--- config.mk ---
export PLATFORM = sky130hd
export DESIGN_NAME = ansi_escape_stream_parser_top
export DESIGN_NICKNAME = d
export VERILOG_FILES = /design/src/rtl/core/aesp_pkg.sv /design/src/rtl/core/ansi_escape_stream_parser_top.sv /design/src/rtl/core/aesp_ram.sv /design/src/rtl/core/aesp_front.sv /design/src/rtl/core/aesp_back.sv
export VERILOG_INCLUDE_DIRS = /design/src /design/src/rtl/core
export SDC_FILE = /design/constraint.sdc
export NUM_CORES = 1
export LEC_CHECK = 0
export ABC_CLOCK_PERIOD_IN_PS = 5000
export BUFFER_PORTS_ARGS = -buffer_cell sky130_fd_sc_hd__buf_2
export CAP_MARGIN = 0
export CORE_MARGIN = 3
export CORE_UTILIZATION = 42
export CTS_BUF_LIST = sky130_fd_sc_hd__clkbuf_2 sky130_fd_sc_hd__clkbuf_4 sky130_fd_sc_hd__clkbuf_8
export DETAILED_ROUTE_END_ITERATION = 16
export PLACE_DENSITY_LB_ADDON = 0.05
export SYNTH_ARGS = -nofsm -noshare
export SYNTH_HDL_FRONTEND = slang
export SYNTH_SLANG_ARGS = --single-unit
--- constraint.sdc ---
create_clock -name clk -period 5 [get_ports clk]
set_clock_uncertainty 0.05 [all_clocks]
set_input_delay 0.5 -clock clk [delete_from_list [all_inputs] [get_ports clk]]
set_output_delay 0.5 -clock clk [all_outputs]
set_load 0.03 [all_outputs]
--- src/rtl/core/ansi_escape_stream_parser_top_macros.svh ---
// assertion macros for the escape stream parser
// used by aesp_front and aesp_back
`ifndef ANSI_ESCAPE_STREAM_PARSER_TOP_MACROS_SVH
`define ANSI_ESCAPE_STREAM_PARSER_TOP_MACROS_SVH
`define AESP_ASSERT_IMP(label, clk, rst_n, a, c, msg) \
  label: assert property (@(posedge clk) disable iff (!rst_n) (a) |-> (c)) else $error(msg);
`define AESP_ASSERT_NXT(label, clk, rst_n, a, c, msg) \
  label: assert property (@(posedge clk) disable iff (!rst_n) (a) |=> (c)) else $error(msg);
`endif

--- src/rtl/core/aesp_pkg.sv ---
// package for the escape stream parser
// types, codes and the dec graphics table
package aesp_pkg;
  localparam int MaxParams = 16;
  localparam int PcW = $clog2(MaxParams + 1);
  localparam int PiW = $clog2(MaxParams);
  localparam int QDepth = 4;
  localparam int QaW = $clog2(QDepth);

  typedef enum logic [2:0] {
    ST_GROUND = 3'd0, ST_ESC = 3'd1, ST_ESCI = 3'd2, ST_CSI = 3'd3, ST_OSC = 3'd4, ST_DCS = 3'd5
  } pst_t;

  typedef enum logic [1:0] {BK_IDLE = 2'd0, BK_PARAM = 2'd1} bst_t;

  localparam logic [2:0] EV_GLYPH = 3'd0;
  localparam logic [2:0] EV_CTRL  = 3'd1;
  localparam logic [2:0] EV_ESCF  = 3'd2;
  localparam logic [2:0] EV_CSIP  = 3'd3;
  localparam logic [2:0] EV_OSCB  = 3'd4;
  localparam logic [2:0] EV_OSCE  = 3'd5;

  // one queued command: a single event, or a csi final that expands
  typedef struct packed {
    logic [2:0]  kind;
    logic [20:0] code;
    logic [7:0]  inter;
    logic [2:0]  flags;
    logic [PcW-1:0] count;
  } cmd_t;

  typedef struct packed {
    logic [2:0]  kind;
    logic [20:0] code;
    logic [7:0]  inter;
    logic [15:0] value;
    logic [3:0]  index;
    logic [2:0]  flags;
    logic        last;
  } ev_t;

  function automatic logic [20:0] dec_gfx(input logic [4:0] i);
    logic [15:0] v;
    case (i)
      5'd0: v = 16'h00A0;  5'd1: v = 16'h25C6;  5'd2: v = 16'h2592;  5'd3: v = 16'h2409;
      5'd4: v = 16'h240C;  5'd5: v = 16'h240D;  5'd6: v = 16'h240A;  5'd7: v = 16'h00B0;
      5'd8: v = 16'h00B1;  5'd9: v = 16'h2424;  5'd10: v = 16'h240B; 5'd11: v = 16'h2518;
      5'd12: v = 16'h2510; 5'd13: v = 16'h250C; 5'd14: v = 16'h2514; 5'd15: v = 16'h253C;
      5'd16: v = 16'h23BA; 5'd17: v = 16'h23BB; 5'd18: v = 16'h2500; 5'd19: v = 16'h23BC;
      5'd20: v = 16'h23BD; 5'd21: v = 16'h251C; 5'd22: v = 16'h2524; 5'd23: v = 16'h2534;
      5'd24: v = 16'h252C; 5'd25: v = 16'h2502; 5'd26: v = 16'h2264; 5'd27: v = 16'h2265;
      5'd28: v = 16'h03C0; 5'd29: v = 16'h2260; 5'd30: v = 16'h00A3; default: v = 16'h00B7;
    endcase
    return {5'd0, v};
  endfunction
endpackage

--- src/rtl/core/ansi_escape_stream_parser_top.sv ---
// channel   dir  tdata fields (low bit up)
// in        in   data_byte[7:0]
// out       out  event_kind[2:0] code[23:3] intermediate[31:24] param_value[47:32]
//                param_index[51:48] private[52] greater[53] equal[54]; tlast = last
// cfg       in   osc_byte_limit[20:0]
// the front end decodes each byte combinationally into registered parse state; each event
// leaves through the output register; a csi final first reads the store, then emits one
// event per parameter; a four-entry command queue separates the two; input stalls when it
// is full, and inside a csi until the queue is empty and the back end is idle
// reset is synchronous, active low, and clears all control state
module ansi_escape_stream_parser_top (
  input  logic        clk,
  input  logic        rst_n,
  input  logic        in_tvalid,
  output logic        in_tready,
  input  logic [7:0]  in_tdata,   // data_byte
  output logic        out_tvalid,
  input  logic        out_tready,
  output logic [55:0] out_tdata,  // kind, code, intermediate, value, index, flags
  output logic        out_tlast,  // last
  input  logic        cfg_valid,
  output logic        cfg_ready,
  input  logic [20:0] cfg_data    // osc_byte_limit
);
  import aesp_pkg::*;

  logic [20:0] lim_r;
  logic q_full, bk_idle, q_push, pw_we;
  cmd_t q_cmd;
  logic [PiW-1:0] pw_addr, pr_addr;
  logic [15:0] pw_data, pr_data;
  ev_t ev;

  assign cfg_ready = 1'b1;
  always_ff @(posedge clk) begin
    if (!rst_n) lim_r <= 21'h100000;
    else if (cfg_valid) lim_r <= cfg_data;
  end

  aesp_front u_front (
    .clk, .rst_n, .in_valid(in_tvalid), .in_ready(in_tready), .b(in_tdata),
    .osc_limit(lim_r), .q_full, .bk_idle, .q_push, .q_cmd, .pw_we, .pw_addr, .pw_data
  );

  aesp_ram #(.Width(16), .Depth(MaxParams)) u_ram (
    .clk, .we(pw_we), .waddr(pw_addr), .wdata(pw_data), .raddr(pr_addr), .rdata(pr_data)
  );

  aesp_back u_back (
    .clk, .rst_n, .q_push, .q_cmd, .q_full, .bk_idle, .pr_addr, .pr_data,
    .out_valid(out_tvalid), .out_ready(out_tready), .out_ev(ev)
  );

  assign out_tdata = {1'b0, ev.flags[2], ev.flags[1], ev.flags[0], ev.index, ev.value,
                      ev.inter, ev.code, ev.kind};
  assign out_tlast = ev.last;
endmodule

--- src/rtl/core/aesp_ram.sv ---
// generic ram, one write port, one registered read port
// no dependencies
module aesp_ram #(
  parameter int Width = 16,
  parameter int Depth = 16
) (
  input  logic                     clk,
  input  logic                     we,
  input  logic [$clog2(Depth)-1:0] waddr,
  input  logic [Width-1:0]         wdata,
  input  logic [$clog2(Depth)-1:0] raddr,
  output logic [Width-1:0]         rdata
);
  logic [Width-1:0] mem [Depth];
  always_ff @(posedge clk) begin
    if (we) mem[waddr] <= wdata;
    rdata <= mem[raddr];
  end
endmodule

--- src/rtl/core/aesp_front.sv ---
// front end: byte classification, utf-8, charset and parse state
// depends on aesp_pkg; writes the parameter store
module aesp_front (
  input  logic                clk,
  input  logic                rst_n,
  input  logic                in_valid,
  output logic                in_ready,
  input  logic [7:0]          b,
  input  logic [20:0]         osc_limit,
  input  logic                q_full,
  input  logic                bk_idle,
  output logic                q_push,
  output aesp_pkg::cmd_t      q_cmd,
  output logic                pw_we,
  output logic [aesp_pkg::PiW-1:0] pw_addr,
  output logic [15:0]         pw_data
);
  import aesp_pkg::*;
  `include "ansi_escape_stream_parser_top_macros.svh"

  pst_t st_r, st_nxt;
  logic [PcW-1:0] pc_r, pc_nxt;
  logic [15:0] cp_r, cp_nxt;
  logic hd_r, hd_nxt;
  logic [7:0] lead_r, lead_nxt, li_r, li_nxt;
  logic [2:0] mk_r, mk_nxt, cs_r, cs_nxt;
  logic [20:0] acc_r, acc_nxt, oc_r, oc_nxt;
  logic [1:0] rem_r, rem_nxt;
  logic se_r, se_nxt;
  logic go, ev, gl;
  logic [20:0] gcp, mcp;
  logic [19:0] mul;
  logic gfx;

  // the store is shared, so bytes inside a csi wait until the queue is empty and the back end has expanded the last csi
  assign in_ready = !q_full && (st_r != ST_CSI || bk_idle);
  assign go = in_valid && in_ready;
  assign gfx = cs_r[2] ? cs_r[1] : cs_r[0];
  assign mul = {1'b0, cp_r, 3'd0} + {3'd0, cp_r, 1'b0} + {12'd0, (b - 8'h30)};
  always_comb begin
    mcp = gcp;
    if (gfx && gcp >= 21'h5F && gcp <= 21'h7E) mcp = dec_gfx(5'(gcp - 21'h5F));
  end

  always_comb begin
    st_nxt = st_r; pc_nxt = pc_r; cp_nxt = cp_r; hd_nxt = hd_r; lead_nxt = lead_r;
    li_nxt = li_r; mk_nxt = mk_r; cs_nxt = cs_r; acc_nxt = acc_r; rem_nxt = rem_r;
    se_nxt = se_r; oc_nxt = oc_r;
    ev = 1'b0; gl = 1'b0; gcp = '0;
    q_cmd = '{kind: EV_CTRL, code: {13'd0, b}, inter: 8'd0, flags: 3'd0, count: '0};
    pw_we = 1'b0; pw_addr = pc_r[PiW-1:0]; pw_data = hd_r ? cp_r : 16'd0;
    case (st_r)
      ST_ESC: begin
        if (b == 8'h5B) begin
          pc_nxt = '0; cp_nxt = '0; hd_nxt = 1'b0; li_nxt = '0; mk_nxt = '0;
          st_nxt = ST_CSI;
        end else if (b == 8'h5D || b == 8'h50) begin
          oc_nxt = '0; se_nxt = 1'b0;
          st_nxt = (b == 8'h5D) ? ST_OSC : ST_DCS;
        end else if (b == 8'h28 || b == 8'h29 || b == 8'h23 || b == 8'h2A || b == 8'h2B) begin
          lead_nxt = b; st_nxt = ST_ESCI;
        end else begin
          ev = 1'b1; q_cmd.kind = EV_ESCF; st_nxt = ST_GROUND;
        end
      end
      ST_ESCI: begin
        if (lead_r == 8'h28) cs_nxt[0] = (b == 8'h30);
        else if (lead_r == 8'h29) cs_nxt[1] = (b == 8'h30);
        ev = 1'b1; q_cmd.kind = EV_ESCF; q_cmd.inter = lead_r; st_nxt = ST_GROUND;
      end
      ST_CSI: begin
        if (b >= 8'h30 && b <= 8'h39) begin
          cp_nxt = (mul > 20'd65535) ? 16'hFFFF : mul[15:0];
          hd_nxt = 1'b1;
        end else if (b == 8'h3B) begin
          pw_we = (pc_r < PcW'(MaxParams));
          if (pw_we) pc_nxt = pc_r + 1'b1;
          cp_nxt = '0; hd_nxt = 1'b0;
        end else if (b >= 8'h3C && b <= 8'h3F) begin
          mk_nxt[0] = (b == 8'h3F);
          if (b == 8'h3E) mk_nxt[1] = 1'b1;
          if (b == 8'h3D) mk_nxt[2] = 1'b1;
        end else if (b >= 8'h20 && b <= 8'h2F) begin
          li_nxt = b;
        end else if (b == 8'h1B) begin
          st_nxt = ST_ESC;
        end else if (b < 8'h20) begin
          ev = 1'b1;
          if (b == 8'h0E) cs_nxt[2] = 1'b1;
          if (b == 8'h0F) cs_nxt[2] = 1'b0;
        end else begin
          pw_we = (pc_r < PcW'(MaxParams));
          ev = 1'b1; q_cmd.kind = EV_CSIP; q_cmd.inter = li_r; q_cmd.flags = mk_r;
          q_cmd.count = pw_we ? pc_r + 1'b1 : pc_r;
          pc_nxt = q_cmd.count; cp_nxt = '0; hd_nxt = 1'b0;
          st_nxt = ST_GROUND;
        end
      end
      ST_OSC, ST_DCS: begin
        if (b == 8'h07 || (b == 8'h5C && se_r)) begin
          se_nxt = 1'b0; st_nxt = ST_GROUND;
          ev = (st_r == ST_OSC); q_cmd.kind = EV_OSCE;
        end else if (b == 8'h1B) begin
          se_nxt = 1'b1;
        end else begin
          se_nxt = 1'b0;
          if (st_r == ST_OSC && b >= 8'h20 && oc_r < osc_limit) begin
            oc_nxt = oc_r + 1'b1; ev = 1'b1; q_cmd.kind = EV_OSCB;
          end
        end
      end
      default: begin
        if (b == 8'h1B) begin
          st_nxt = ST_ESC;
        end else if (b < 8'h20) begin
          ev = 1'b1;
          if (b == 8'h0E) cs_nxt[2] = 1'b1;
          if (b == 8'h0F) cs_nxt[2] = 1'b0;
        end else if (b != 8'h7F) begin
          if (rem_r != 2'd0 && b[7:6] == 2'b10) begin
            acc_nxt = {acc_r[14:0], b[5:0]};
            rem_nxt = rem_r - 1'b1;
            if (rem_nxt == 2'd0) begin gl = 1'b1; gcp = acc_nxt; end
          end else begin
            rem_nxt = 2'd0;
            if (!b[7]) begin gl = 1'b1; gcp = {13'd0, b}; end
            else if (b[7:5] == 3'b110) begin acc_nxt = {16'd0, b[4:0]}; rem_nxt = 2'd1; end
            else if (b[7:4] == 4'b1110) begin acc_nxt = {17'd0, b[3:0]}; rem_nxt = 2'd2; end
            else if (b[7:3] == 5'b11110) begin acc_nxt = {18'd0, b[2:0]}; rem_nxt = 2'd3; end
            else begin gl = 1'b1; gcp = 21'hFFFD; end
          end
          if (gl) begin ev = 1'b1; q_cmd.kind = EV_GLYPH; q_cmd.code = mcp; end
        end
      end
    endcase
    q_push = go && ev;
    pw_we = go && pw_we;
  end

  always_ff @(posedge clk) begin
    if (!rst_n) begin
      st_r <= ST_GROUND; pc_r <= '0; cp_r <= '0; hd_r <= 1'b0; lead_r <= '0; li_r <= '0;
      mk_r <= '0; cs_r <= '0; acc_r <= '0; rem_r <= '0; se_r <= 1'b0; oc_r <= '0;
    end else if (go) begin
      st_r <= st_nxt; pc_r <= pc_nxt; cp_r <= cp_nxt; hd_r <= hd_nxt; lead_r <= lead_nxt;
      li_r <= li_nxt; mk_r <= mk_nxt; cs_r <= cs_nxt; acc_r <= acc_nxt; rem_r <= rem_nxt;
      se_r <= se_nxt; oc_r <= oc_nxt;
    end
  end

  `AESP_ASSERT_IMP(a_pc_bound, clk, rst_n, 1'b1, pc_r <= PcW'(MaxParams), "param count over")
  `AESP_ASSERT_IMP(a_push_ready, clk, rst_n, q_push, !q_full, "push into full queue")
  `AESP_ASSERT_IMP(a_pw_csi, clk, rst_n, pw_we, st_r == ST_CSI, "store write outside csi")
endmodule

--- src/rtl/core/aesp_back.sv ---
// back end: queue of commands and event expansion into the output register
// depends on aesp_pkg and aesp_ram via the top level read port
module aesp_back (
  input  logic                clk,
  input  logic                rst_n,
  input  logic                q_push,
  input  aesp_pkg::cmd_t      q_cmd,
  output logic                q_full,
  output logic                bk_idle,
  output logic [aesp_pkg::PiW-1:0] pr_addr,
  input  logic [15:0]         pr_data,
  output logic                out_valid,
  input  logic                out_ready,
  output aesp_pkg::ev_t       out_ev
);
  import aesp_pkg::*;
  `include "ansi_escape_stream_parser_top_macros.svh"

  cmd_t q_r [QDepth];
  logic [QaW:0] wp_r, rp_r;
  bst_t bs_r, bs_nxt;
  cmd_t cur_r, cur_nxt;
  logic [PcW-1:0] ix_r, ix_nxt;
  logic pend_r, pend_nxt;
  logic ov_r, ov_nxt;
  ev_t oe_r, oe_nxt;
  logic pop, slot, q_empty;
  cmd_t head;

  assign q_full = (wp_r[QaW] != rp_r[QaW]) && (wp_r[QaW-1:0] == rp_r[QaW-1:0]);
  assign q_empty = (wp_r == rp_r);
  assign bk_idle = q_empty && (bs_r == BK_IDLE);
  assign head = q_r[rp_r[QaW-1:0]];
  assign slot = !ov_r || out_ready;
  assign out_valid = ov_r;
  assign out_ev = oe_r;
  assign pr_addr = ix_nxt[PiW-1:0];

  always_comb begin
    bs_nxt = bs_r; cur_nxt = cur_r; ix_nxt = ix_r; pend_nxt = 1'b0; pop = 1'b0;
    ov_nxt = ov_r && !out_ready; oe_nxt = oe_r;
    case (bs_r)
      BK_PARAM: begin
        if (pend_r) begin
          if (slot) begin
            ov_nxt = 1'b1;
            oe_nxt = '{kind: EV_CSIP, code: cur_r.code, inter: cur_r.inter, value: pr_data,
                       index: 4'(ix_r), flags: cur_r.flags, last: (ix_r + 1'b1 == cur_r.count)};
            ix_nxt = ix_r + 1'b1;
            if (ix_nxt == cur_r.count) bs_nxt = BK_IDLE;
            else pend_nxt = 1'b1;
          end else pend_nxt = 1'b1;
        end else pend_nxt = 1'b1;
      end
      default: begin
        if (!q_empty && slot) begin
          pop = 1'b1;
          if (head.kind == EV_CSIP) begin
            cur_nxt = head; ix_nxt = '0;
            if (head.count != '0) begin bs_nxt = BK_PARAM; pend_nxt = 1'b1; end
          end else begin
            ov_nxt = 1'b1;
            oe_nxt = '{kind: head.kind, code: head.code, inter: head.inter, value: 16'd0,
                       index: 4'd0, flags: 3'd0, last: 1'b1};
          end
        end
      end
    endcase
  end

  always_ff @(posedge clk) begin
    if (q_push) q_r[wp_r[QaW-1:0]] <= q_cmd;
    oe_r <= oe_nxt; cur_r <= cur_nxt;
    if (!rst_n) begin
      wp_r <= '0; rp_r <= '0; bs_r <= BK_IDLE; ix_r <= '0; pend_r <= 1'b0; ov_r <= 1'b0;
    end else begin
      if (q_push) wp_r <= wp_r + 1'b1;
      if (pop) rp_r <= rp_r + 1'b1;
      bs_r <= bs_nxt; ix_r <= ix_nxt; pend_r <= pend_nxt; ov_r <= ov_nxt;
    end
  end

  `AESP_ASSERT_IMP(a_no_over, clk, rst_n, q_full, !q_push, "queue overflow")
  `AESP_ASSERT_NXT(a_hold, clk, rst_n, ov_r && !out_ready, ov_r && $stable(oe_r), "out dropped")
  `AESP_ASSERT_IMP(a_ix, clk, rst_n, bs_r == BK_PARAM, ix_r < cur_r.count, "index past count")
endmodule
==> impl_results.md <==
* Cell types with the largest area share after synthesis: sky130_fd_sc_hd__edfxtp_1 (53%), sky130_fd_sc_hd__dfxtp_1 (9.6%), sky130_fd_sc_hd__nand2_1 (5.6%), sky130_fd_sc_hd__ha_1 (3.3%), sky130_fd_sc_hd__mux4_2 (3.2%)
* Max-Cap Viols at 0
* Count of flip-flops with a built-in enable after synthesis at 509
* Share of flip-flops with an asynchronous set or reset after synthesis at 0
* Headroom to the max-slew limit at 0.3169
* Simple-gate share of the synthesized area at 0.1416
* Final Max Tran Viols at 0
* Clock root buffer: sky130_fd_sc_hd__clkbuf_8
* CTS tree: done
* Setup repair bufs after CTS at 0
* Share of total power in sequential cells at 0.473
* Remaining design rule violation count at 0
* Largest family of logic cells by synthesized area: simple AND/OR/NAND/NOR gates
* FP Rows at 95
* Leading post-synthesis cells by instance count: sky130_fd_sc_hd__edfxtp_1 (509), sky130_fd_sc_hd__nand2_1 (430), sky130_fd_sc_hd__nor2_1 (143)
* Type of the worst setup path: reg -> reg
* Clock transition time at the flip-flop clock pins of the worst setup and hold paths at 60 ps
* Overall fraction of global-route tracks in use at 0.2043
* Overflow left after global routing at 0
* Core Area at 67630 sq um
* # hold bufs at CTS at 21
* Via total after detailed routing at 19180
* Wire length per cell after detailed routing at 20.79 um
* Final hold slack at 177.1 ps
* Number of ports placed on the die boundary at 94
* Initial antenna violation count at 1
* Routability congestion estimate from global placement at 0.8781
* Clock latency on the worst-skew pair at 720 ps
* Data arrival, critical path at 4690 ps
* Post-Synth XOR/XNOR Area at 0.01032
* Final sum of negative setup slack at 0 ps
* Total die area at 71870 sq um
* Number of optimization iterations in the first detailed-route pass at 5
* Non-filler cells in the finished layout at 3519
* Dominant cell type by area after synthesis: sky130_fd_sc_hd__edfxtp_1
* Multiplexer area fraction after synthesis at 0.04918
* Worst vdd ir at 0.0002871 V
* Pwr Density at 419.8 nW/um^2
* Initial DRC Count at 1273
* Most numerous cell in the Yosys netlist: sky130_fd_sc_hd__edfxtp_1
* Lkg Pwr at 12.93 nW
* Minimum clock period after layout at 4322 ps
* Final wirelength at 73150 um
* Share of cells above drive strength 1 at 0.1694
* Die boundary width at 268.1 um
* Port Buffers at 91
* Syn Area/Cell at 12.08 sq um
* Global-route wire length before repair at 112500 um
* Mapped Area at 28850 sq um
* Number of global-route vias before repair at 18930
* Yosys reg bits at 648
* Switching fraction of total power at 0.2897
* Portion of synthesized cell area occupied by the leading cell type at 0.5298
* Cells after DPL at 3287
* Number of levels the H-tree was split into at 3
* Setup violations, final at 0
* Endpoint type of the worst setup path: flop
* Number of nets in the layout at 2663
* Hold Vio Cnt, Final at 0
* Power Internal at 9.865 mW
* Proportion of synthesized chip area in sequential cells at 0.6263
* Vert. Die Dim at 268.1 um
* Predominant post-synthesis flop cell: sky130_fd_sc_hd__edfxtp_1
* Total clock sinks at 648
* Path category of the worst min-delay check: in -> reg
* RSZ-0062 raised after global routing: no
* Count of yosys warnings during synthesis at 0
* Pin count of the biggest net entering global routing at 66
* Post-CTS Resized at 0
* Portion of total power attributed to the clock network at 0.351
* Maximum net fanout on the critical path at 13
* Starting density of the core at 0.4265
* Kind of start point of the critical path: flop
* Area growth syn-to-layout at 14.69%
* Worst path required time at 5370 ps
* Residual antenna-violating net count after detailed routing at 0
* Part of the power in combinational logic at 0.176
* Bufs on Longest Clock Path at 3
* Count of mapped cells out of synthesis at 2389
* Synthesized Nets at 2504
* Post-detailed-placement half-perimeter wirelength at 47290 um
* Unique masters post-synth at 90
* Net switching component of the power at 4.023 mW
* Detailed-route vias per instance at 5.452
* Post-synthesis compound-gate area fraction at 0.1045
* Transition at the pin with the smallest max-transition slack at 1024 ps
* Adder-cell share of the synthesized area at 0.03669
* Number of buffers created by CTS at 111
* Period Utilization, post-route at 0.8643
* Maximum clock frequency at 0.2314 GHz
* Status: complete, no violations
power groups by stage:
stage	Clock (mW)	Combinational, mW	Sequential (mW)
after floorplan	0	1.24	7.12
after global placement	0	2.46	6.69
after detailed placement	0	2.47	6.70
after CTS	5.05	2.48	6.59
after global routing	5.28	2.67	6.62
final	4.88	2.44	6.57
final timing paths:
| check | start | end | slack [ps] | cells after the start |
|---|---|---|---|---|
| max reg2reg | u_front.rem_r[0] | u_back.q_r[2][22] | 680 | 13 |
| min | rst_n | lim_r[9] | 180 | 3 |
| min reg2reg | u_front.acc_r[10] | u_front.acc_r[10] | 420 | 2 |
| max | u_front.rem_r[0] | u_back.q_r[2][22] | 680 | 13 |
stage by stage:
| step | total power [mW] | instance area [sq um] | utilization | setup slack [ps] |
|---|---|---|---|---|
| after global placement | 9.145 | 30540 | 0.4515 | 296.0 |
| final | 13.89 | 33090 | 0.4892 | 678.5 |
| after floorplan | 8.356 | 28850 | - | 303.5 |
| after global routing | 14.57 | 33090 | 0.4892 | 298.6 |
| after detailed placement | 9.164 | 30540 | 0.4515 | 224.0 |
| after CTS | 14.12 | 33080 | 0.4891 | 725.8 |
cell type report:
| cell class | instances | area [sq um] |
|---|---|---|
| sequential | 648 | 18070 |
| tap | 873 | 1092 |
| inverter | 70 | 262.8 |
| multi-input combinational | 1527 | 9972 |
| clock inverter | 38 | 252.7 |
| clock buffer | 171 | 2078 |
| timing repair buffer | 190 | 1351 |
| fill | 6064 | 34550 |
| antenna | 2 | 5.005 |
cells in the final DEF, fill, tap and decap left out, drive strengths merged, types with 8 or more instances in the layout:
master       count
and2            92
buf            169
mux2i           45
mux4            41
nor2b           18
xnor2           19
a21oi           76
nand2b          11
o21a            10
nand3           77
a2111o          18
clkbuf         171
dfxtp          139
clkinv          32
edfxtp         509
xor2            15
dlygate4sd3     21
nor2           143
nor3            37
nand2          432
o221ai          18
ha              75
inv             73
a211oi          38
a22oi           35
nand4           16
a21o            18
o2111ai         20
o21ai           79
a31oi           41
and3            22
o211ai          21
a2111oi          8
layer usage:
metal | up-vias | part of all wire | wire [um] | track usage
li1 | 9175 | - | - | -
met1 | 9395 | 0.48 | 34760 | 0.2945
met2 | 475 | 0.44 | 32380 | 0.3114
met3 | 139 | 0.059 | 4291 | 0.04596
met4 | 0 | 0.023 | 1710 | 0.05822
met5 | - | 0 | 0 | 0
critical path: stages, from the launching register on:
cell and delay (ps):
sky130_fd_sc_hd__dfxtp_1 380, sky130_fd_sc_hd__ha_1 420, sky130_fd_sc_hd__inv_1 180, sky130_fd_sc_hd__nand2_1 230, sky130_fd_sc_hd__nand3_1 130, sky130_fd_sc_hd__or2_2 390
sky130_fd_sc_hd__inv_1 200, sky130_fd_sc_hd__ha_1 460, sky130_fd_sc_hd__ha_1 340, sky130_fd_sc_hd__clkinv_1 300, sky130_fd_sc_hd__ha_1 420, sky130_fd_sc_hd__nand3_1 90
sky130_fd_sc_hd__a31oi_1 110, sky130_fd_sc_hd__o32a_1 350
cells by family after synthesis:
kind of cell	after synthesis
AND/OR/NAND/NOR	889
flip-flops	648
AO/OA/AOI/OAI	431
buffers and inverters	214
multiplexers	90
adder cells (fa/ha/maj)	81
XOR/XNOR	34
other	2
registers in the layout, summed over array words and instances, names as in the netlist, 5 cells and up, named ones only:
name            cells
lim_r              21
u_back.cur_r       37
u_back.ix_r         5
u_back.out_ev      56
u_back.q_r        160
u_front.acc_r      15
u_front.cp_r       16
u_front.lead_r      8
u_front.li_r        8
u_front.oc_r       21
u_front.pc_r        5
u_ram.mem         256
u_ram.rdata        16
Note: power is estimated with default switching activity, not from simulation.
